### src/sv/dsq_pkg.sv
// Shared types, constants and the arctangent table for the direction sector quantiser.
// No dependencies; every other file in the block refers to it by scoped names.

package dsq_pkg;

   localparam int VEL_BITS     = 16;
   localparam int ANGLE_BITS   = 16;
   localparam int MAX_FRAMES   = 256;
   localparam int CORDIC_STEPS = 30;
   localparam int CORDIC_W     = 64;
   localparam int PRE_SHIFT    = 61 - VEL_BITS;
   localparam int ANG_W        = 32;
   localparam int STEP_IDX_W   = $clog2(CORDIC_STEPS);
   localparam int FRAME_W      = 8;
   localparam int COUNT_W      = 9;
   localparam int PRODUCT_W    = ANGLE_BITS + COUNT_W + 1;
   localparam int QUEUE_DEPTH  = 4;
   localparam int QUEUE_PTR_W  = $clog2(QUEUE_DEPTH);
   localparam int QUEUE_CNT_W  = $clog2(QUEUE_DEPTH + 1);

   localparam logic [COUNT_W-1:0] COUNT_RESET = COUNT_W'(8);

   localparam logic [ANG_W-1:0] ANG_POS_Y = 32'h0000_0000;
   localparam logic [ANG_W-1:0] ANG_POS_X = 32'h4000_0000;
   localparam logic [ANG_W-1:0] ANG_NEG_Y = 32'h8000_0000;
   localparam logic [ANG_W-1:0] ANG_NEG_X = 32'hC000_0000;

   typedef struct packed {
      logic signed [VEL_BITS-1:0] vel_x;
      logic signed [VEL_BITS-1:0] vel_y;
   } req_type;

   typedef struct packed {
      logic [FRAME_W-1:0] frame;
      logic               updated;
      logic               held;
   } rsp_type;

   typedef struct packed {
      logic                       valid;
      logic                       is_zero;
      logic                       is_axis;
      logic signed [CORDIC_W-1:0] x;
      logic signed [CORDIC_W-1:0] y;
      logic [ANG_W-1:0]           ang;
   } cordic_stage_type;

   typedef struct packed {
      logic [ANGLE_BITS-1:0] angle;
      logic                  is_zero;
   } angle_item_type;

   function automatic logic [ANG_W-1:0] atan_turns(input logic [STEP_IDX_W-1:0] idx);
      logic [ANG_W-1:0] t;
      case (idx)
         5'd0:    t = 32'h2000_0000;
         5'd1:    t = 32'h12E4_051E;
         5'd2:    t = 32'h09FB_385B;
         5'd3:    t = 32'h0511_11D4;
         5'd4:    t = 32'h028B_0D43;
         5'd5:    t = 32'h0145_D7E1;
         5'd6:    t = 32'h00A2_F61E;
         5'd7:    t = 32'h0051_7C55;
         5'd8:    t = 32'h0028_BE53;
         5'd9:    t = 32'h0014_5F2F;
         5'd10:   t = 32'h000A_2F98;
         5'd11:   t = 32'h0005_17CC;
         5'd12:   t = 32'h0002_8BE6;
         5'd13:   t = 32'h0001_45F3;
         5'd14:   t = 32'h0000_A2F9;
         5'd15:   t = 32'h0000_517C;
         5'd16:   t = 32'h0000_28BE;
         5'd17:   t = 32'h0000_145F;
         5'd18:   t = 32'h0000_0A2F;
         5'd19:   t = 32'h0000_0517;
         5'd20:   t = 32'h0000_028B;
         5'd21:   t = 32'h0000_0145;
         5'd22:   t = 32'h0000_00A2;
         5'd23:   t = 32'h0000_0051;
         5'd24:   t = 32'h0000_0028;
         5'd25:   t = 32'h0000_0014;
         5'd26:   t = 32'h0000_000A;
         5'd27:   t = 32'h0000_0005;
         5'd28:   t = 32'h0000_0002;
         5'd29:   t = 32'h0000_0001;
         default: t = '0;
      endcase
      return t;
   endfunction

endpackage

### src/sv/dsq_queue.sv
// Short register queue that decouples the angle front end from the sector back end.
// Depends on dsq_pkg for the item type and the depth.

module dsq_queue (
   input  logic                     clock,
   input  logic                     reset,
   input  logic                     push_valid,
   output logic                     push_ready,
   input  dsq_pkg::angle_item_type  push_item,
   output logic                     pop_valid,
   input  logic                     pop_ready,
   output dsq_pkg::angle_item_type  pop_item
);

   dsq_pkg::angle_item_type           entry_ff [dsq_pkg::QUEUE_DEPTH];
   logic [dsq_pkg::QUEUE_PTR_W-1:0]   wr_ptr_ff, wr_ptr_in;
   logic [dsq_pkg::QUEUE_PTR_W-1:0]   rd_ptr_ff, rd_ptr_in;
   logic [dsq_pkg::QUEUE_CNT_W-1:0]   count_ff, count_in;
   logic                              push, pop;

   assign push_ready = count_ff != dsq_pkg::QUEUE_CNT_W'(dsq_pkg::QUEUE_DEPTH);
   assign pop_valid  = count_ff != '0;
   assign pop_item   = entry_ff[rd_ptr_ff];
   assign push       = push_valid && push_ready;
   assign pop        = pop_valid && pop_ready;

   always_comb begin
      wr_ptr_in = push ? wr_ptr_ff + 1'b1 : wr_ptr_ff;
      rd_ptr_in = pop ? rd_ptr_ff + 1'b1 : rd_ptr_ff;
      unique case ({push, pop})
         2'b10:   count_in = count_ff + 1'b1;
         2'b01:   count_in = count_ff - 1'b1;
         default: count_in = count_ff;
      endcase
   end

   always_ff @(posedge clock) begin
      if (reset) begin
         wr_ptr_ff <= '0;
         rd_ptr_ff <= '0;
         count_ff  <= '0;
      end else begin
         wr_ptr_ff <= wr_ptr_in;
         rd_ptr_ff <= rd_ptr_in;
         count_ff  <= count_in;
      end
   end

   always_ff @(posedge clock) begin
      if (push) begin
         entry_ff[wr_ptr_ff] <= push_item;
      end
   end

endmodule

### config.mk
export PLATFORM = sky130hd
export DESIGN_NAME = dsq_queue
export DESIGN_NICKNAME = d
export VERILOG_FILES = /design/src/sv/dsq_pkg.sv /design/src/sv/dsq_queue.sv
export SDC_FILE = /design/constraint.sdc
export NUM_CORES = 1
export LEC_CHECK = 0
export BUFFER_PORTS_ARGS = -buffer_cell sky130_fd_sc_hd__buf_2
export CAP_MARGIN = 5
export CORE_MARGIN = 2
export CORE_UTILIZATION = 40
export DETAILED_ROUTE_END_ITERATION = 10
export PLACE_DENSITY_LB_ADDON = 0.2
export SETUP_SLACK_MARGIN = 0.05
export SLEW_MARGIN = 5
export SYNTH_ARGS = -nofsm -noshare
export SYNTH_HDL_FRONTEND = slang
export SYNTH_SLANG_ARGS = --single-unit
### constraint.sdc
create_clock -name clock -period 2.2 [get_ports clock]
set_input_delay 0.33 -clock clock [delete_from_list [all_inputs] [get_ports clock]]
set_output_delay 0.33 -clock clock [all_outputs]
set_load 0.02 [all_outputs]
Word level (Yosys, flattened, before mapping) --
Memory sizes are Yosys's and may differ from the RTL's. A register that Yosys moved wholly into a read port is not among the register bits. Cells that the tools add are included.
Word-level totals: memories 1, register bits after elaboration 7, bits in read-only memories 0, word-level logic and storage cells 20, memory bits (writable) 68, bits in latches 0
Memories:
- entry_ff | depth 4, width 17, read ports 1, clocked after Yosys merged registers in 1, write ports 1, RTL line dsq_queue.sv:15 | dsq_pkg::angle_item_type entry_ff [dsq_pkg::QUEUE_DEPTH];
Operators by class: add/sub/neg operators 4, reductions and logical operators 4, muxes and demuxes 5, bitwise operators 0, order comparisons 0, shift operators 0, equal/unequal tests 3, multipliers 0, div/mod/pow operators 0
Operators by type and width (count):
- case mux 3 bit (2 select lines) | 1
- adder 2 x 1 -> 2 bit, second input constant | 2
- 2-to-1 mux 2 bit | 2
- adder 3 x 1 -> 3 bit, second input constant | 1
- != test 3 bit, second input constant | 1
- nonzero test 3 bit | 1
- subtractor 3 x 1 -> 3 bit, second input constant | 1
- equality test 2 x 1 -> 1 bit, second input constant | 1
- equality test 2 bit, second input constant | 1
- logical AND 1 bit | 2
- 2-to-1 mux 1 bit | 2
- nonzero test 2 bit | 1

Depth between registers and ports, before layout --
depth after elaboration 4, gate-level depth with buffers 9, depth with buffers taken out 9

Worst setup path before layout --
OpenSTA, ideal clock, no wires.
path type register to register, start point reg count_ff[1] (netlist name), end point reg count_ff[2] (netlist name), data arrival time 1799 ps, cell stages (with the launch flop) 10, period minus slack after synthesis 1869 ps, path slack 331 ps, cells stage by stage dfxtp_1 > nor2_1 > a21boi_2 > inv_1 > ha_1 > inv_1 > fa_1 > xor2_1 > or3_1 > a21oi_1
Between the ends: cells in the longest elaborated chain, start to end 4
Ends and longest elaborated chain:
- start, declared | RTL line dsq_queue.sv:18 | logic [dsq_pkg::QUEUE_CNT_W-1:0] count_ff, count_in;
- start signal, assigned | RTL line dsq_queue.sv:45 | count_ff <= count_in;
- != test 3 bit / nonzero test 3 bit (equally long branches) | RTL line dsq_queue.sv:21, dsq_queue.sv:22
- logical AND 1 bit (on tied branches) | RTL line dsq_queue.sv:24, dsq_queue.sv:25
- equality test 2 x 1 -> 1 bit / equality test 2 bit (equally long branches) | RTL line dsq_queue.sv:30 | unique case ({push, pop})
- case mux 3 bit (2 select lines) / nonzero test 2 bit (equally long branches)
Several ways; a longest one is shown, not always the timed one. A chain may end at the register's enable or synchronous reset.

==> impl_metrics.ini <==
[final_layout]
fin_nets = 220
diodes = 0
area_delta_synth_final_pct = 18.7
fill_cells = 633
layout-drive-gt1-share_pct = 37.4

[timing]
fin_setup_tns_ps = 0
fmax_mhz = 491
maxSlewHeadroom_pct = 70.2
worstMarginPinSlew_ps = 442
finalWorstSetupSlack_ps = 164
rsz0062_at_grt = no
final.period_utilization_pct = 92.6
hold_viol_final = 0
slew_violations = 0
min_period_ps = 2040
clock_skew_ps = 8.16
setup_violations = 0

[floorplan]
rows = 31
die-area_sq_um = 8130
ioPinCount = 40
initial_core_util_pct = 41.2
die_w_microns = 90.2
coreArea_sq_um = 7210
fp.dieH_microns = 90.2

[place]
place.detailed.hpwl_microns = 3250
gp_congestion = 0.765
io_buffers = 39
pre_cts_ws_ps = 164

[drt]
dr.pass1.iters = 3
drc = 0
wl_microns = 4940
viasPerCell = 4.88
post_drt_wl_per_cell_microns = 16.6
via_count = 1448
drt-initial-drc-count = 76
ant_nets = 0

[synth]
synth_edf_count = 68
syn_inst = 141
synth_top_cell_area_share_pct = 68.8
synth_nets = 168
synth_area_leaders = edfxtp_1 (69%), mux4_2 (7.6%), mux4_1 (6.2%), dfxtp_1 (6.1%), ha_1 (2.1%)
ys_seq_area_share_pct = 74.8
synth_ff_type = edfxtp_1
yosys.cell_count.top_type = edfxtp_1
ys_warn_count = 0
ys_top_cells_by_count = edfxtp_1 (68), mux4_2 (10), dfxtp_1 (9), nor2_1 (9), mux4_1 (7)
netlist_area_sq_um = 2970
synth.largest_area_cell = edfxtp_1
synth.avg_cell_area_sq_um = 21.1
synth_cell_types = 25
ys_ff_latch = 77
async_flop_share_pct = 0

[grt]
antenna_found_initial = 0
grt-ovfl-total = 0
grt_pass1_wl_microns = 8110
grt_pass1_vias = 1603
grt_max_degree = 18
grt_util_all_layers_pct = 13.4

[clock_network]
htree_levels = 3
cts_hold_buf = 0
numCtsBuffers = 9
post_cts_buffers = 0
cts.sinks = 77
clk_latency_ps = 340
path_clk_slew_ps = 80
cts_resized = 0
cts-root-buf = clkbuf_8
cts_tree = done
clk_path_buf_depth = 2

[pwr]
sw_frac_of_total_pct = 28.9
clkPwrFrac_pct = 28.2
pwr-share-comb_pct = 26.3
leakagePower_uw = 0.00124
power_density_nw_per_um2 = 1150
peakVddDrop_uv = 475
p_int_uw = 2880
power_frac_seq_pct = 45.5
power_switching_uw = 1170

[worst_setup_path]
criticalPathCategory = flip-flop to output pin
worstPathArrival_ps = 1710
cp-start-kind = flip-flop
crit_path_end_kind = output pin
required_ps = 1870
crit_path_max_fanout = 17

[worst_hold_path]
hold_class = input pin to flip-flop

[job]
drv_cap = 0

[run_status]
outcome = finished, final reports clean
-- per-layer routing --
layer / part of all wire, % / track usage [%] / up-vias
li1: - / - / 669
met1: 39 / 14.1 / 741
met2: 55 / 23.9 / 32
met3: 4.8 / 4.19 / 6
met4: 1.5 / 7.31 / 0
met5: 0 / 0 / -
-- registers in the layout, indices dropped and copies added (netlist names), named ones only --
signal,count
entry_ff,68
rd_ptr_ff,2
count_ff,3
wr_ptr_ff,2
-- stage by stage --
| stage | util, % | instances | instance area [sq um] | hold WS (ps) | power [uW] |
|---|---|---|---|---|---|
| after CTS | 48.8 | 297 | 3520 | 185 | 4100 |
| after global placement | 45.7 | 281 | 3300 | 498 | 2900 |
| after floorplan | - | 141 | 2970 | 429 | 2670 |
| after global routing | 48.8 | 297 | 3520 | 192 | 4260 |
| after detailed placement | 45.7 | 281 | 3300 | 516 | 2950 |
| final | 48.8 | 297 | 3520 | 204 | 4050 |
-- worst max-delay path: stages, from the launching register on --
cell	delay [ps]
dfxtp_1	330
buf_6	240
mux4_1	620
buf_2	180
-- power by group through the flow --
stage	sequential [uW]	clock [uW]	combinational [uW]
finish	1840	1140	1060
global route	1860	1240	1160
CTS	1840	1180	1080
detailed placement	1870	0	1080
global placement	1850	0	1050
floorplan	1850	0	818
-- cells by family (layout without fill, tap and decap cells) --
logic type	after synthesis	after routing	synth area share [%]
DFF	77	77	74.8
adders and majority gates	6	6	2.78
and+or+nand+nor	18	18	2.95
buffers and inverters	11	68	2.28
muxes	19	19	14.5
xor gates and xnor gates	4	4	1.18
AOI/OAI and AO/OA	6	6	1.47
-- placed cells by master, fill, tap and decap left out, types with 5 or more instances in the layout --
master / n
nor2_1: 8
mux4_1: 7
clkbuf_8: 9
ha_1: 5
buf_2: 39
mux4_2: 10
buf_4: 6
edfxtp_1: 68
inv_1: 6
dfxtp_1: 9
-- final timing paths --
kind                                    start              end  slack [ps]  cells past startpoint
worst min-delay path            push_item[15]  entry_ff[2][15]         200                      1
worst max-delay path                flip-flop     pop_item[11]         160                      3
worst max register to register    count_ff[1]      count_ff[2]         170                      9
worst min register to register   wr_ptr_ff[1]     wr_ptr_ff[1]         520                      2
-- area by class of cell --
cell class,instances,area (sq um),area share (%)
multi-input combinational,53,682,19.4
inverter,6,22.5,0.639
clock inverter,7,97.6,2.77
timing repair buffer,46,251,7.14
tap,99,124,3.52
sequential,77,2220,63.1
clock buffer,9,124,3.52
No activity file was read; power rests on OpenSTA's default activity.
