**config.mk**
```make
export PLATFORM = sky130hd
export DESIGN_NAME = dsq_back
export DESIGN_NICKNAME = d
export VERILOG_FILES = /design/src/sv/dsq_pkg.sv /design/src/sv/dsq_back.sv
export SDC_FILE = /design/constraint.sdc
export NUM_CORES = 1
export LEC_CHECK = 0
export ABC_AREA = 0
export BUFFER_PORTS_ARGS = -buffer_cell sky130_fd_sc_hd__buf_2
export CAP_MARGIN = 5
export CELL_PAD_IN_SITES_DETAIL_PLACEMENT = 1
export CELL_PAD_IN_SITES_GLOBAL_PLACEMENT = 1
export CORE_ASPECT_RATIO = 1.1
export CORE_MARGIN = 4
export CORE_UTILIZATION = 52
export CTS_CLUSTER_SIZE = 10
export DETAILED_ROUTE_END_ITERATION = 6
export HOLD_SLACK_MARGIN = 0.02
export PLACE_DENSITY_LB_ADDON = 0.15
export SLEW_MARGIN = 10
export SYNTH_ARGS = -nofsm -noshare
export SYNTH_HDL_FRONTEND = slang
export SYNTH_SLANG_ARGS = --single-unit
```
**constraint.sdc**
```tcl
create_clock -name clock -period 24.1 [get_ports clock]
set_clock_uncertainty 0.15 [all_clocks]
set_input_delay 4.82 -clock clock [delete_from_list [all_inputs] [get_ports clock]]
set_output_delay 4.82 -clock clock [all_outputs]
set_load 0.01 [all_outputs]
```
**src/sv/dsq_pkg.sv**
```systemverilog
// Shared types, constants and the arctangent table for the direction sector quantiser.
// No dependencies; every other file in the block refers to it by scoped names.

package dsq_pkg;

   localparam int VEL_BITS     = 16;
   localparam int ANGLE_BITS   = 16;
   localparam int MAX_FRAMES   = 256;
   localparam int CORDIC_STEPS = 30;
   localparam int CORDIC_W     = 64;
   localparam int PRE_SHIFT    = 61 - VEL_BITS;
   localparam int ANG_W        = 32;
   localparam int STEP_IDX_W   = $clog2(CORDIC_STEPS);
   localparam int FRAME_W      = 8;
   localparam int COUNT_W      = 9;
   localparam int PRODUCT_W    = ANGLE_BITS + COUNT_W + 1;
   localparam int QUEUE_DEPTH  = 4;
   localparam int QUEUE_PTR_W  = $clog2(QUEUE_DEPTH);
   localparam int QUEUE_CNT_W  = $clog2(QUEUE_DEPTH + 1);

   localparam logic [COUNT_W-1:0] COUNT_RESET = COUNT_W'(8);

   localparam logic [ANG_W-1:0] ANG_POS_Y = 32'h0000_0000;
   localparam logic [ANG_W-1:0] ANG_POS_X = 32'h4000_0000;
   localparam logic [ANG_W-1:0] ANG_NEG_Y = 32'h8000_0000;
   localparam logic [ANG_W-1:0] ANG_NEG_X = 32'hC000_0000;

   typedef struct packed {
      logic signed [VEL_BITS-1:0] vel_x;
      logic signed [VEL_BITS-1:0] vel_y;
   } req_type;

   typedef struct packed {
      logic [FRAME_W-1:0] frame;
      logic               updated;
      logic               held;
   } rsp_type;

   typedef struct packed {
      logic                       valid;
      logic                       is_zero;
      logic                       is_axis;
      logic signed [CORDIC_W-1:0] x;
      logic signed [CORDIC_W-1:0] y;
      logic [ANG_W-1:0]           ang;
   } cordic_stage_type;

   typedef struct packed {
      logic [ANGLE_BITS-1:0] angle;
      logic                  is_zero;
   } angle_item_type;

   function automatic logic [ANG_W-1:0] atan_turns(input logic [STEP_IDX_W-1:0] idx);
      logic [ANG_W-1:0] t;
      case (idx)
         5'd0:    t = 32'h2000_0000;
         5'd1:    t = 32'h12E4_051E;
         5'd2:    t = 32'h09FB_385B;
         5'd3:    t = 32'h0511_11D4;
         5'd4:    t = 32'h028B_0D43;
         5'd5:    t = 32'h0145_D7E1;
         5'd6:    t = 32'h00A2_F61E;
         5'd7:    t = 32'h0051_7C55;
         5'd8:    t = 32'h0028_BE53;
         5'd9:    t = 32'h0014_5F2F;
         5'd10:   t = 32'h000A_2F98;
         5'd11:   t = 32'h0005_17CC;
         5'd12:   t = 32'h0002_8BE6;
         5'd13:   t = 32'h0001_45F3;
         5'd14:   t = 32'h0000_A2F9;
         5'd15:   t = 32'h0000_517C;
         5'd16:   t = 32'h0000_28BE;
         5'd17:   t = 32'h0000_145F;
         5'd18:   t = 32'h0000_0A2F;
         5'd19:   t = 32'h0000_0517;
         5'd20:   t = 32'h0000_028B;
         5'd21:   t = 32'h0000_0145;
         5'd22:   t = 32'h0000_00A2;
         5'd23:   t = 32'h0000_0051;
         5'd24:   t = 32'h0000_0028;
         5'd25:   t = 32'h0000_0014;
         5'd26:   t = 32'h0000_000A;
         5'd27:   t = 32'h0000_0005;
         5'd28:   t = 32'h0000_0002;
         5'd29:   t = 32'h0000_0001;
         default: t = '0;
      endcase
      return t;
   endfunction

endpackage

```
**src/sv/dsq_back.sv**
```systemverilog
// Back end: maps an angle to a sector, keeps the current frame and registers the response.
// Depends on dsq_pkg; one multiply and compare per beat ahead of the output register.

module dsq_back (
   input  logic                           clock,
   input  logic                           reset,
   input  logic [dsq_pkg::COUNT_W-1:0]    frame_count,
   input  logic                           in_valid,
   output logic                           in_ready,
   input  dsq_pkg::angle_item_type        in_item,
   output logic                           rsp_valid,
   input  logic                           rsp_ready,
   output dsq_pkg::rsp_type               rsp_data
);

   logic                               rsp_valid_ff;
   dsq_pkg::rsp_type                   rsp_data_ff, rsp_data_in;
   logic [dsq_pkg::FRAME_W-1:0]        cur_frame_ff;
   logic [dsq_pkg::COUNT_W-1:0]        n_eff;
   logic [dsq_pkg::PRODUCT_W-1:0]      product;
   logic [dsq_pkg::COUNT_W:0]          q;
   logic [dsq_pkg::COUNT_W:0]          q_plus;
   logic [dsq_pkg::ANGLE_BITS-1:0]     r;
   logic [dsq_pkg::COUNT_W-1:0]        half;
   logic [dsq_pkg::FRAME_W-1:0]        sector;
   logic                               take;

   assign in_ready  = !rsp_valid_ff || rsp_ready;
   assign take      = in_valid && in_ready;
   assign rsp_valid = rsp_valid_ff;
   assign rsp_data  = rsp_data_ff;

   always_comb begin
      n_eff   = (frame_count > dsq_pkg::COUNT_W'(dsq_pkg::MAX_FRAMES))
              ? dsq_pkg::COUNT_W'(dsq_pkg::MAX_FRAMES) : frame_count;
      product = dsq_pkg::PRODUCT_W'(in_item.angle) * dsq_pkg::PRODUCT_W'({n_eff, 1'b0});
      q       = product[dsq_pkg::PRODUCT_W-1:dsq_pkg::ANGLE_BITS];
      r       = product[dsq_pkg::ANGLE_BITS-1:0];
      q_plus  = q + 1'b1;
      half    = q_plus[dsq_pkg::COUNT_W:1];
      sector  = (half == n_eff) ? '0 : half[dsq_pkg::FRAME_W-1:0];
      rsp_data_in.updated = 1'b1;
      rsp_data_in.held    = 1'b0;
      priority if (n_eff == '0) begin
         rsp_data_in.frame   = cur_frame_ff;
         rsp_data_in.updated = 1'b0;
      end else if (in_item.is_zero) begin
         rsp_data_in.frame = '0;
      end else if ((r == '0) && q[0]) begin
         rsp_data_in.frame = cur_frame_ff;
         rsp_data_in.held  = 1'b1;
      end else begin
         rsp_data_in.frame = sector;
      end
   end

   always_ff @(posedge clock) begin
      if (reset) begin
         rsp_valid_ff <= 1'b0;
         cur_frame_ff <= '0;
      end else if (take) begin
         rsp_valid_ff <= 1'b1;
         cur_frame_ff <= rsp_data_in.frame;
      end else if (rsp_ready) begin
         rsp_valid_ff <= 1'b0;
      end
   end

   always_ff @(posedge clock) begin
      if (take) begin
         rsp_data_ff <= rsp_data_in;
      end
   end

endmodule

```
== After elaboration in Yosys (flattened, before gate mapping) ==
Index checks and enable logic that the tools add are counted.

* Flip-flop bits (word level): 19
* Output and inout port bits: 12
* Word-level logic and storage cells: 26
* Input port bits: 30

* Order comparisons: 1
* Add/sub/neg operators: 1
* Multiplexer cells: 9
* Reductions and logical operators: 8
* Equal/unequal tests: 1
* Multiply operators: 1

{| class="wikitable"
|+ Operator list
! cell !! number
|-
| $mux W8 || 4
|-
| $mul A16 B9 Y25 || 1
|-
| $logic_not A16 Y1 || 1
|-
| $add A10 B1 Y10 const B || 1
|-
| $eq A9 B9 Y1 || 1
|-
| $gt A9 B9 Y1 const B || 1
|-
| $logic_not A9 Y1 || 1
|-
| $mux W9 || 1
|-
| $mux W1 || 4
|-
| $logic_and A1 B1 Y1 || 2
|-
| $reduce_bool A2 Y1 || 1
|-
| $reduce_or A2 Y1 || 1
|-
| $logic_not A1 Y1 || 1
|-
| $logic_or A1 B1 Y1 || 1
|}

== Longest topological paths before layout ==
Gate-level depths: netlist of the first run.

* Depth in word-level cells: 9
* Gate-level depth with buffers: 29
* Mapped depth without buffers: 24

== Worst setup path before layout of the first run ==
OpenSTA, ideal clock, no wires.

* Path type: in2reg
* Start: input port frame_count[8] in the netlist's numbering
* End: register rsp_data_ff (netlist bit rsp_data[2]) (data pin)
* Buffers on the path: 5
* Slack: 13.146 ns
* Library setup time: 0.142 ns
* Data required time: 23.808 ns
* Data arrival time: 10.662 ns
* Stages: 27
* Cells stage by stage: clkbuf_1 nor2b_1 clkbuf_1 and2_1 fa_1 fa_1 fa_1 inv_1 fa_1 inv_1 ha_1 buf_6 a21oi_2 o211ai_1 and2_1 or3_1 and2_1 ha_1 nand2_1 nor2_1 a211o_1 mux2_2 nand4b_1 and4b_1 buf_6 buf_6 o21ai_2

{| class="wikitable"
|+ RTL lines
! what !! RTL line !! RTL
|-
| start: declaration || dsq_back.sv:7 || <nowiki>input logic [dsq_pkg::COUNT_W-1:0] frame_count,</nowiki>
|-
| end signal: assignment || dsq_back.sv:71 || <nowiki>rsp_data_ff <= rsp_data_in;</nowiki>
|-
| end: declaration || dsq_back.sv:17 || <nowiki>dsq_pkg::rsp_type rsp_data_ff, rsp_data_in;</nowiki>
|}

==> results of run 1 <==
## layer usage
layer  part of all wire, %  vias to the layer above  GRT usage [%]
met1                    41                     2560           29.9
li1                      -                     2290              -
met3                   2.9                       24           1.40
met5                     0                        -              0
met2                    54                       93           49.2
met4                   1.7                        0           5.10
## registers in the layout, summed over array words and instances, names as in the netlist
name / cells
rsp_valid: 1
cur_frame_ff: 8
rsp_data: 10
## path summary, 6_finish.rpt
kind	cells past startpoint	slack (ns)	startpoint	endpoint
max	22	12.43	frame_count[8]	rsp_data[5]$_DFFE_PP_
min	2	0.30	cur_frame_ff[1]$_SDFFE_PP0P_	cur_frame_ff[1]$_SDFFE_PP0P_
max reg2reg	4	22.73	rsp_valid$_SDFFE_PP0P_	cur_frame_ff[4]$_SDFFE_PP0P_
min reg2reg	2	0.30	cur_frame_ff[1]$_SDFFE_PP0P_	cur_frame_ff[1]$_SDFFE_PP0P_
## where the power goes
| group | internal [mW] | switching (mW) |
|---|---|---|
| sequential | 0.0457 | 0.00276 |
| clock | 0.0223 | 0.0120 |
| combinational | 0.169 | 0.250 |
| total | 0.237 | 0.264 |
## tightest hold or removal path: stages, from the launching register on
cell and delay [ns]:
dfxtp_1 0.31, nand2_1 0.05, o21ai_1 0.05
## layout make-up
class                           instances  area, µm²  area share, %
Clock buffer                            3       75.1           1.16
Clock inverter                          1       5.00         0.0773
Inverter                              128        480           7.42
Multi-Input combinational cell        536       4980           76.9
Sequential cell                        19        480           7.42
Tap cell                              150        188           2.90
Timing Repair Buffer                   49        265           4.10
## kinds of logic after synthesis
family | after synthesis | synth area share [%]
and+or+nand+nor | 263 | 22.8
buffers and inverters | 158 | 10.3
adders and majority gates | 145 | 42.0
AOI/OAI and AO/OA | 94 | 11.3
xor gates and xnor gates | 32 | 5.28
DFF | 19 | 7.89
muxes | 2 | 0.370
## synth_stat cells, drive strengths merged, types with 9 or more instances
cell type  number
fa             99
a21oi          20
nor2           11
nor2b          10
nand2         103
inv           128
xnor2          19
buf            13
dfxtp           9
ha             46
clkbuf         17
edfxtp         10
xor2           10
and2           92
o21ai          28
nor3           10
## cells in the final DEF (no fill, tap or decap), types with 7 or more instances in the layout
| master | n |
|---|---|
| a21oi_1 | 18 |
| o211ai_1 | 7 |
| nor2b_1 | 10 |
| edfxtp_1 | 10 |
| buf_4 | 8 |
| dfxtp_1 | 9 |
| xnor2_1 | 19 |
| a21o_1 | 8 |
| xor2_1 | 10 |
| nor2_1 | 11 |
| nor3_1 | 10 |
| inv_1 | 128 |
| ha_1 | 46 |
| o21ai_1 | 8 |
| o21ai_0 | 8 |
| o21ai_2 | 12 |
| nand3_1 | 8 |
| buf_2 | 41 |
| fa_1 | 99 |
| nand2_1 | 102 |
| and2_1 | 91 |
==> impl_metrics.yaml, run 1 <==
run_status:
  status: "complete, no violations"
cts:
  cts_root_buf: "clkbuf_16"
  cts_sinks: 19
  cts_buffers: 3
  clkLatencyLatePin_ns: 0.25
  cts_max_path_buffers: 2
  clkSlewWorstSetupHoldPaths_ns: 0.05
  cts_tree: "yes"
  ctsHoldBuffers: 0
  cts-resized-gates: 0
  h-tree-depth: 1
  cts_setup_buffers: 0
job:
  max_cap_viol_count: 0
synthesis:
  syn-instance-count: 713
  synth_area_mm2: 0.00609
  synth_flop_cell: "edfxtp_1"
  async_flop_share_pct: 0
  syn_nets: 888
  synthTopCellsByArea: "fa_1 (33%), ha_1 (9.5%), and2_1 (9.4%), inv_1 (7.9%), nand2_1 (6.3%)"
  synth-edff-count: 10
  synth.distinct_cells: 62
  ys_ff_latch: 19
  avgSynthCellArea_um2: 8.54
  yosysTopAreaCell: "fa_1"
  yosysSeqAreaShare_pct: 7.89
  ys_warn_count: 0
  synth.top_cell.area_share_pct: 32.6
worst_setup_path:
  path_delay_family: "adder cells"
  crit_chain: "buf_2, nor2b_1, buf_4, and2_1, fa_1, fa_1, fa_1, inv_1, fa_1, inv_1, ha_1, a21oi_1, o211ai_1, a21oi_1, xnor2_1, ha_1, nand3_1, nor4_1, xnor2_1, xnor2_1, and4b_1, o21ai_2"
  path_class: "input pin to flip-flop"
  start_kind: "input pin"
  setup.worst_path.end_class: "flip-flop"
  crit_slowest_cell: "and4b_1"
  critPathRequiredTime_ns: 23.93
  cpPeakStageDelay_ns: 0.74
  crit_arrival_ns: 11.50
  cp_max_fo: 26
  worst-path-buf-inv: 4
  path_common_cell: "fa_1"
grt:
  grt_pass1_wl_um: 27400
  grt_pass1_vias: 5649
  antenna_found_initial: 1
  grt_remaining_overflow: 0
  grt_use_total_pct: 25.0
  grt_start_max_net_pins: 27
floorplanning:
  dieArea_mm2: 0.0135
  rows: 41
  die_height_um: 121
  io_pins: 42
  start_util_pct: 53.2
  coreArea_mm2: 0.0114
  die_x_um: 111
placement:
  post_dp_cell_area_mm2: 0.00639
  port-buffer-count: 41
  place.gp.congestion: 0.864
  hpwl_um: 13200
  dp_slack_ns: 12.21
  post-place-cells: 882
timing:
  tns_ns: 0
  hold_viol: 0
  min_period_ns: 11.67
  whs_ns: 0.305
  setup_viol: 0
  relSlewSlack_pct: 46.3
  period_share_pct: 48.4
  timing.final.max_slew_violations: 0
  rsz0062_at_grt: "false"
  worst_slew_pin_slew_ns: 0.806
  max_freq_mhz: 85.7
  fin_ws_ns: 12.43
routing:
  drc: 0
  wl_per_cell_um: 18.2
  drtAntennaViolNets: 0
  initialDrtViolationCount: 225
  vias_per_cell: 5.61
  drt_pass1_iterations: 4
  dr_total_vias: 4967
  finalWirelength_um: 16100
layout:
  n_fill_cell: 1401
  antenna_cells: 0
  syn_to_final_growth_pct: 6.33
  drive_above_1_share_pct: 10.9
  design_area_mm2: 0.00647
  final_nets: 912
  layout.cells.non_filler: 886
  final_util_pct: 56.6
power:
  power_mw: 0.502
  powerDensity_mw_per_mm2: 77.5
  ir_drop_uv: 64.2
  leakagePower_nw: 3.27
worst_hold_path:
  hold_path_class: "flip-flop to flip-flop"
Note: power is estimated with default switching activity, not from simulation.
==> inputs of run 2 (changes only) <==
--- a/config.mk
+++ b/config.mk
@@ -5,14 +5,14 @@
 export SDC_FILE = /design/constraint.sdc
 export NUM_CORES = 1
 export LEC_CHECK = 0
-export ABC_AREA = 0
+export ABC_AREA = 1
 export BUFFER_PORTS_ARGS = -buffer_cell sky130_fd_sc_hd__buf_2
 export CAP_MARGIN = 5
 export CELL_PAD_IN_SITES_DETAIL_PLACEMENT = 1
 export CELL_PAD_IN_SITES_GLOBAL_PLACEMENT = 1
 export CORE_ASPECT_RATIO = 1.1
 export CORE_MARGIN = 4
-export CORE_UTILIZATION = 52
+export CORE_UTILIZATION = 41
 export CTS_CLUSTER_SIZE = 10
 export DETAILED_ROUTE_END_ITERATION = 6
 export HOLD_SLACK_MARGIN = 0.02
==> constraint.sdc (replaced) <==
create_clock -name clock -period 10.52 [get_ports clock]
set_clock_uncertainty 0.15 [all_clocks]
set_input_delay 2.104 -clock clock [delete_from_list [all_inputs] [get_ports clock]]
set_output_delay 2.104 -clock clock [all_outputs]
set_load 0.01 [all_outputs]
==> run 2 against run 1 <==
Combinational power increased by 120%. Critical endpoint is now cur_frame_ff[2]$_SDFFE_PP0P_. Highest routed layer unchanged. Die area increased by 26%. Wire length increased by 14%. Design area increased by 3.0%. Core utilization decreased by 11 points. Clock-buffer cell count increased by 1. Via count increased by 13%. Register-to-register slack got worse by 14 ns. Largest cell class unchanged. Clock power increased by 120%.
==> impl_metrics.yaml, run 2 <==
grt:
  grt_use_total_pct: 22.7
  grt_pass1_vias: 6302
  grt_pass1_wl_um: 31300
  grt_start_max_net_pins: 27
  antenna_found_initial: 0
  grt_remaining_overflow: 0
worst_setup_path:
  r2r-start: "rsp_valid$_SDFFE_PP0P_"
  path_class: "input pin to flip-flop"
  r2r_cells: 7
  start_kind: "input pin"
  crit_slowest_cell: "inv_1"
  crit_arrival_ns: 9.06
  setup.worst_path.end_class: "flip-flop"
  critPathRequiredTime_ns: 10.51
  cpPeakStageDelay_ns: 0.60
  path_common_cell: "nand2_1"
  reg2reg_to: "cur_frame_ff[4]$_SDFFE_PP0P_"
  rrSetupSlack_ns: 8.74
  cp_max_fo: 15
power:
  leakagePower_nw: 4.00
  powerDensity_mw_per_mm2: 167
  ir_drop_uv: 74.7
placement:
  place.gp.congestion: 0.906
  hpwl_um: 15900
  port-buffer-count: 41
  post_dp_cell_area_mm2: 0.00659
timing:
  relSlewSlack_pct: 49.8
  min_period_ns: 9.07
  period_share_pct: 86.2
  whs_ns: 0.354
  setup_viol: 0
  rsz0062_at_grt: "false"
  timing.final.max_slew_violations: 0
  worst_slew_pin_slew_ns: 0.749
  max_freq_mhz: 110
  hold_viol: 0
  tns_ns: 0
layout:
  layout_commonest_cell: "nand2_1"
  final_nets: 1134
  drive_above_1_share_pct: 6.37
  syn_to_final_growth_pct: 8.16
  design_area_mm2: 0.00667
  antenna_cells: 0
  layout_common_cells: "nand2_1 (269), inv_1 (231), nor2_1 (128)"
  largest_reg_flops: 10
floorplanning:
  die_height_um: 137
  rows: 46
  dieArea_mm2: 0.0171
  die_x_um: 125
  io_pins: 42
  coreArea_mm2: 0.0146
  start_util_pct: 42.3
synthesis:
  syn_nets: 1097
  synth-edff-count: 10
  async_flop_share_pct: 0
  synth.distinct_cells: 31
  synthTopCellsByArea: "fa_1 (32%), nand2_1 (16%), inv_1 (14%), ha_1 (9.3%), nor2_1 (7.8%)"
  synth_area_mm2: 0.00616
  synth_most_common_cell: "nand2_1"
  syn-instance-count: 922
  yosysTopAreaCell: "fa_1"
  yosysSeqAreaShare_pct: 7.80
  ys_warn_count: 0
  synth_commonest_cells: "nand2_1 (269), inv_1 (231), nor2_1 (128)"
  synth.top_cell.area_share_pct: 32.2
  avgSynthCellArea_um2: 6.68
  ys_ff_latch: 19
  synth_flop_cell: "edfxtp_1"
routing:
  wl_met3_um: 431
  maxUsedRoutingLayer: "met4"
  finalWirelength_um: 18400
  wl_per_cell_um: 16.0
  drtAntennaViolNets: 0
  wl_met2_um: 9220
  vias_per_cell: 4.89
  drc: 0
  drt-met1-wl_um: 8120
  dr_total_vias: 5629
  drt_pass1_iterations: 4
  initialDrtViolationCount: 239
cts:
  clkLatencyLatePin_ns: 0.24
  h-tree-depth: 1
  ctsHoldBuffers: 0
  cts-resized-gates: 0
  cts_tree: "yes"
  cts_buffers: 3
  cts_max_path_buffers: 2
  clkSlewWorstSetupHoldPaths_ns: 0.05
  cts_root_buf: "clkbuf_16"
  cts_setup_buffers: 0
  cts_sinks: 19
job:
  max_cap_viol_count: 0
worst_hold_path:
  min_from: "rsp_valid$_SDFFE_PP0P_"
  whs_path_depth: 2
  hold_end: "rsp_valid$_SDFFE_PP0P_"
  hold_path_class: "flip-flop to flip-flop"
run_status:
  status: "complete, no violations"
[run 2: metal layers]
layer	vias up	global-route usage [%]
met5	-	0
met4	0	6.63
met3	33	1.25
met2	93	41.8
met1	2734	29.0
li1	2769	-
[run 2: worst max-delay path: cells and delay by family]
family / cells / cell delay [ns]
fa+ha+maj: 6 / 2.76
compound gates: 1 / 0.35
simple gates: 20 / 2.93
buf+inv: 6 / 0.89
[run 2: stage by stage]
stage / util (%) / power [mW] / setup WS (ns) / std cells
after floorplan: - / 0.797 / 2.62 / 922
after global placement: 45.2 / 1.02 / 1.37 / 1146
after detailed placement: 45.2 / 1.04 / 1.21 / 1146
after CTS: 45.8 / 1.12 / 1.48 / 1150
after global routing: 45.8 / 1.27 / 0.914 / 1150
final: 45.8 / 1.11 / 1.45 / 1150
[run 2: area by class of cell]
type                            count  area [µm²]
Sequential cell                    19         480
Tap cell                          192         240
Inverter                          233         875
Clock buffer                        4        78.8
Timing Repair Buffer               45         235
Multi-Input combinational cell    657        4760
Fill cell                        1964        7900
[run 2: how the worst max path moves through the flow]
stage                     cells after the start                      endpoint      startpoint  slack (ns)
after floorplan                              33         rsp_data[2]$_DFFE_PP_  frame_count[7]        2.62
after global routing                         33  cur_frame_ff[2]$_SDFFE_PP0P_  frame_count[3]        0.91
after CTS                                    33  cur_frame_ff[2]$_SDFFE_PP0P_  frame_count[3]        1.48
after detailed placement                     31         rsp_data[4]$_DFFE_PP_  frame_count[3]        1.21
final                                        33  cur_frame_ff[2]$_SDFFE_PP0P_  frame_count[3]        1.45
after global placement                       31         rsp_data[5]$_DFFE_PP_  frame_count[2]        1.37
[run 2: cell families (layout without fill, tap and decap cells)]
group | count (synthesis) | count (layout) | synth area share [%]
buf+inv | 246 | 282 | 15.0
flops | 19 | 19 | 7.80
compound gates | 18 | 18 | 1.56
xor+xnor | 12 | 12 | 1.71
fa+ha+maj | 145 | 145 | 41.5
simple gates | 482 | 482 | 32.4
[run 2: where the power goes]
part / switching, mW / total, mW / internal, mW / leakage [nW]
Clock: 0.0245 / 0.0759 / 0.0514 / 0.0382
Sequential: 0.00504 / 0.105 / 0.0998 / 0.173
Combinational: 0.621 / 0.930 / 0.309 / 3.79
==> inputs of run 3 (changes only) <==
--- a/config.mk
+++ b/config.mk
@@ -12,7 +12,7 @@
 export CELL_PAD_IN_SITES_GLOBAL_PLACEMENT = 1
 export CORE_ASPECT_RATIO = 1.1
 export CORE_MARGIN = 4
-export CORE_UTILIZATION = 41
+export CORE_UTILIZATION = 49
 export CTS_CLUSTER_SIZE = 10
 export DETAILED_ROUTE_END_ITERATION = 6
 export HOLD_SLACK_MARGIN = 0.02
==> constraint.sdc (replaced) <==
create_clock -name clock -period 10.5 [get_ports clock]
set_clock_uncertainty 0.15 [all_clocks]
set_input_delay 2.1 -clock clock [delete_from_list [all_inputs] [get_ports clock]]
set_output_delay 2.1 -clock clock [all_outputs]
set_load 0.01 [all_outputs]
==> run 3 against run 2 <==
Core utilization up 8.4 points. Sequential power barely moved. First-iteration DRC count increased by 53%.
==> impl_metrics.yaml, run 3 (same netlist as run 2, synthesis figures left out) <==
cts:
  clkLatencyLatePin_ns: 0.26
  cts_root_buf: "clkbuf_16"
  cts_sinks: 19
  cts_setup_buffers: 0
  cts_tree: "yes"
  cts_buffers: 3
  h-tree-depth: 1
  clkSlewWorstSetupHoldPaths_ns: 0.06
  cts-resized-gates: 0
  cts_max_path_buffers: 2
  ctsHoldBuffers: 0
worst_setup_path:
  path_common_cell: "nand2_1"
  path_class: "input pin to flip-flop"
  worst-path-buf-inv: 6
  setup.worst_path.end_class: "flip-flop"
  start_kind: "input pin"
  rrSetupSlack_ns: 8.64
  crit_arrival_ns: 9.06
  r2r-start: "rsp_valid$_SDFFE_PP0P_"
  cp_max_fo: 22
  crit_slowest_cell: "nand2_1"
  r2r_cells: 7
  cpPeakStageDelay_ns: 0.58
  critPathRequiredTime_ns: 10.51
  cp.depth: 31
  reg2reg_to: "cur_frame_ff[6]$_SDFFE_PP0P_"
  path_delay_family: "simple AND/OR/NAND/NOR gates"
timing:
  min_period_ns: 9.05
  period_share_pct: 86.2
  setup_viol: 0
  max_freq_mhz: 111
  timing.final.max_slew_violations: 0
  rsz0062_at_grt: "false"
  hold_viol: 0
  worst_slew_pin_slew_ns: 0.797
  tns_ns: 0
  whs_ns: 0.366
  relSlewSlack_pct: 46.7
layout:
  largest_reg_flops: 10
  layout.cells.non_filler: 1109
  layout_common_cells: "nand2_1 (269), inv_1 (231), nor2_1 (127)"
  syn_to_final_growth_pct: 7.09
  drive_above_1_share_pct: 6.28
  antenna_cells: 0
  final_nets: 1131
  layout_commonest_cell: "nand2_1"
placement:
  place.gp.congestion: 0.920
  port-buffer-count: 41
  post-place-cells: 1105
  hpwl_um: 16600
power:
  ir_drop_uv: 113
  power_mw: 1.14
  powerDensity_mw_per_mm2: 173
  leakagePower_nw: 3.99
worst_hold_path:
  hold_path_class: "flip-flop to flip-flop"
  min_from: "rsp_valid$_SDFFE_PP0P_"
  hold_end: "rsp_valid$_SDFFE_PP0P_"
  whs_path_depth: 2
grt:
  antenna_found_initial: 0
  grt_pass1_wl_um: 31900
  grt_pass1_vias: 6428
  grt_remaining_overflow: 0
  grt_use_total_pct: 27.7
  grt_start_max_net_pins: 27
routing:
  wl_per_cell_um: 17.1
  initialDrtViolationCount: 366
  dr_total_vias: 5872
  drc: 0
  vias_per_cell: 5.29
  drtAntennaViolNets: 0
  drt_pass1_iterations: 5
  finalWirelength_um: 19000
floorplanning:
  die_height_um: 126
  dieArea_mm2: 0.0144
  die_x_um: 115
  start_util_pct: 50.5
  rows: 42
  io_pins: 42
  coreArea_mm2: 0.0122
run_status:
  status: "complete, no violations"
job:
  max_cap_viol_count: 0
run 3: changes by cell type in the layout (fill, tap and decap cells not counted):
| cell | before | now |
|---|---|---|
| nor2_1 | 128 | 127 |
| clkbuf_1 | 1 | 0 |
| buf_4 | 4 | 1 |
| clkinv_2 | 0 | 1 |
| nor2_2 | 2 | 3 |
run 3: metal layers:
layer / vias to the layer above / routed length, µm / global-route usage, %
met5: - / 0 / 0
met4: 0 / 512 / 6.42
met3: 37 / 698 / 1.49
met2: 156 / 9800 / 50.0
met1: 2909 / 7950 / 36.1
li1: 2770 / - / -
run 3: tightest hold or removal path: stages (launching register included):
cell and delay [ns]:
dfxtp_1 0.31, nand2_1 0.09, a21oi_1 0.07
run 3: area by class of cell:
cell class | count | area [µm²]
Clock buffer | 3 | 75.1
Inverter | 233 | 875
Tap cell | 154 | 193
Sequential cell | 19 | 480
Clock inverter | 1 | 5.00
Timing Repair Buffer | 42 | 213
Fill cell | 1686 | 5590
Multi-Input combinational cell | 657 | 4760
run 3: worst max-delay path by stage:
stage,to,start
4_1_cts,cur_frame_ff[0]$_SDFFE_PP0P_,frame_count[3]
3_5_place_dp,cur_frame_ff[1]$_SDFFE_PP0P_,frame_count[3]
6_report,cur_frame_ff[0]$_SDFFE_PP0P_,frame_count[8]
2_1_floorplan,rsp_data[2]$_DFFE_PP_,frame_count[7]
3_3_place_gp,rsp_data[3]$_DFFE_PP_,frame_count[8]
5_1_grt,cur_frame_ff[7]$_SDFFE_PP0P_,frame_count[7]
run 3: stage by stage:
step / worst slack, ns / util, % / instance area [µm²]
floorplan: 2.60 / - / 6160
global placement: 1.56 / 53.4 / 6520
detailed placement: 1.27 / 53.4 / 6520
CTS: 1.53 / 54.1 / 6600
global route: 0.993 / 54.1 / 6600
finish: 1.45 / 54.1 / 6600
run 3: power by group:
| group | switching, mW | leakage [nW] | internal (mW) |
|---|---|---|---|
| clock | 0.0291 | 0.0409 | 0.0512 |
| sequential | 0.00491 | 0.173 | 0.0999 |
| combinational | 0.647 | 3.78 | 0.311 |
| total | 0.681 | 3.99 | 0.462 |
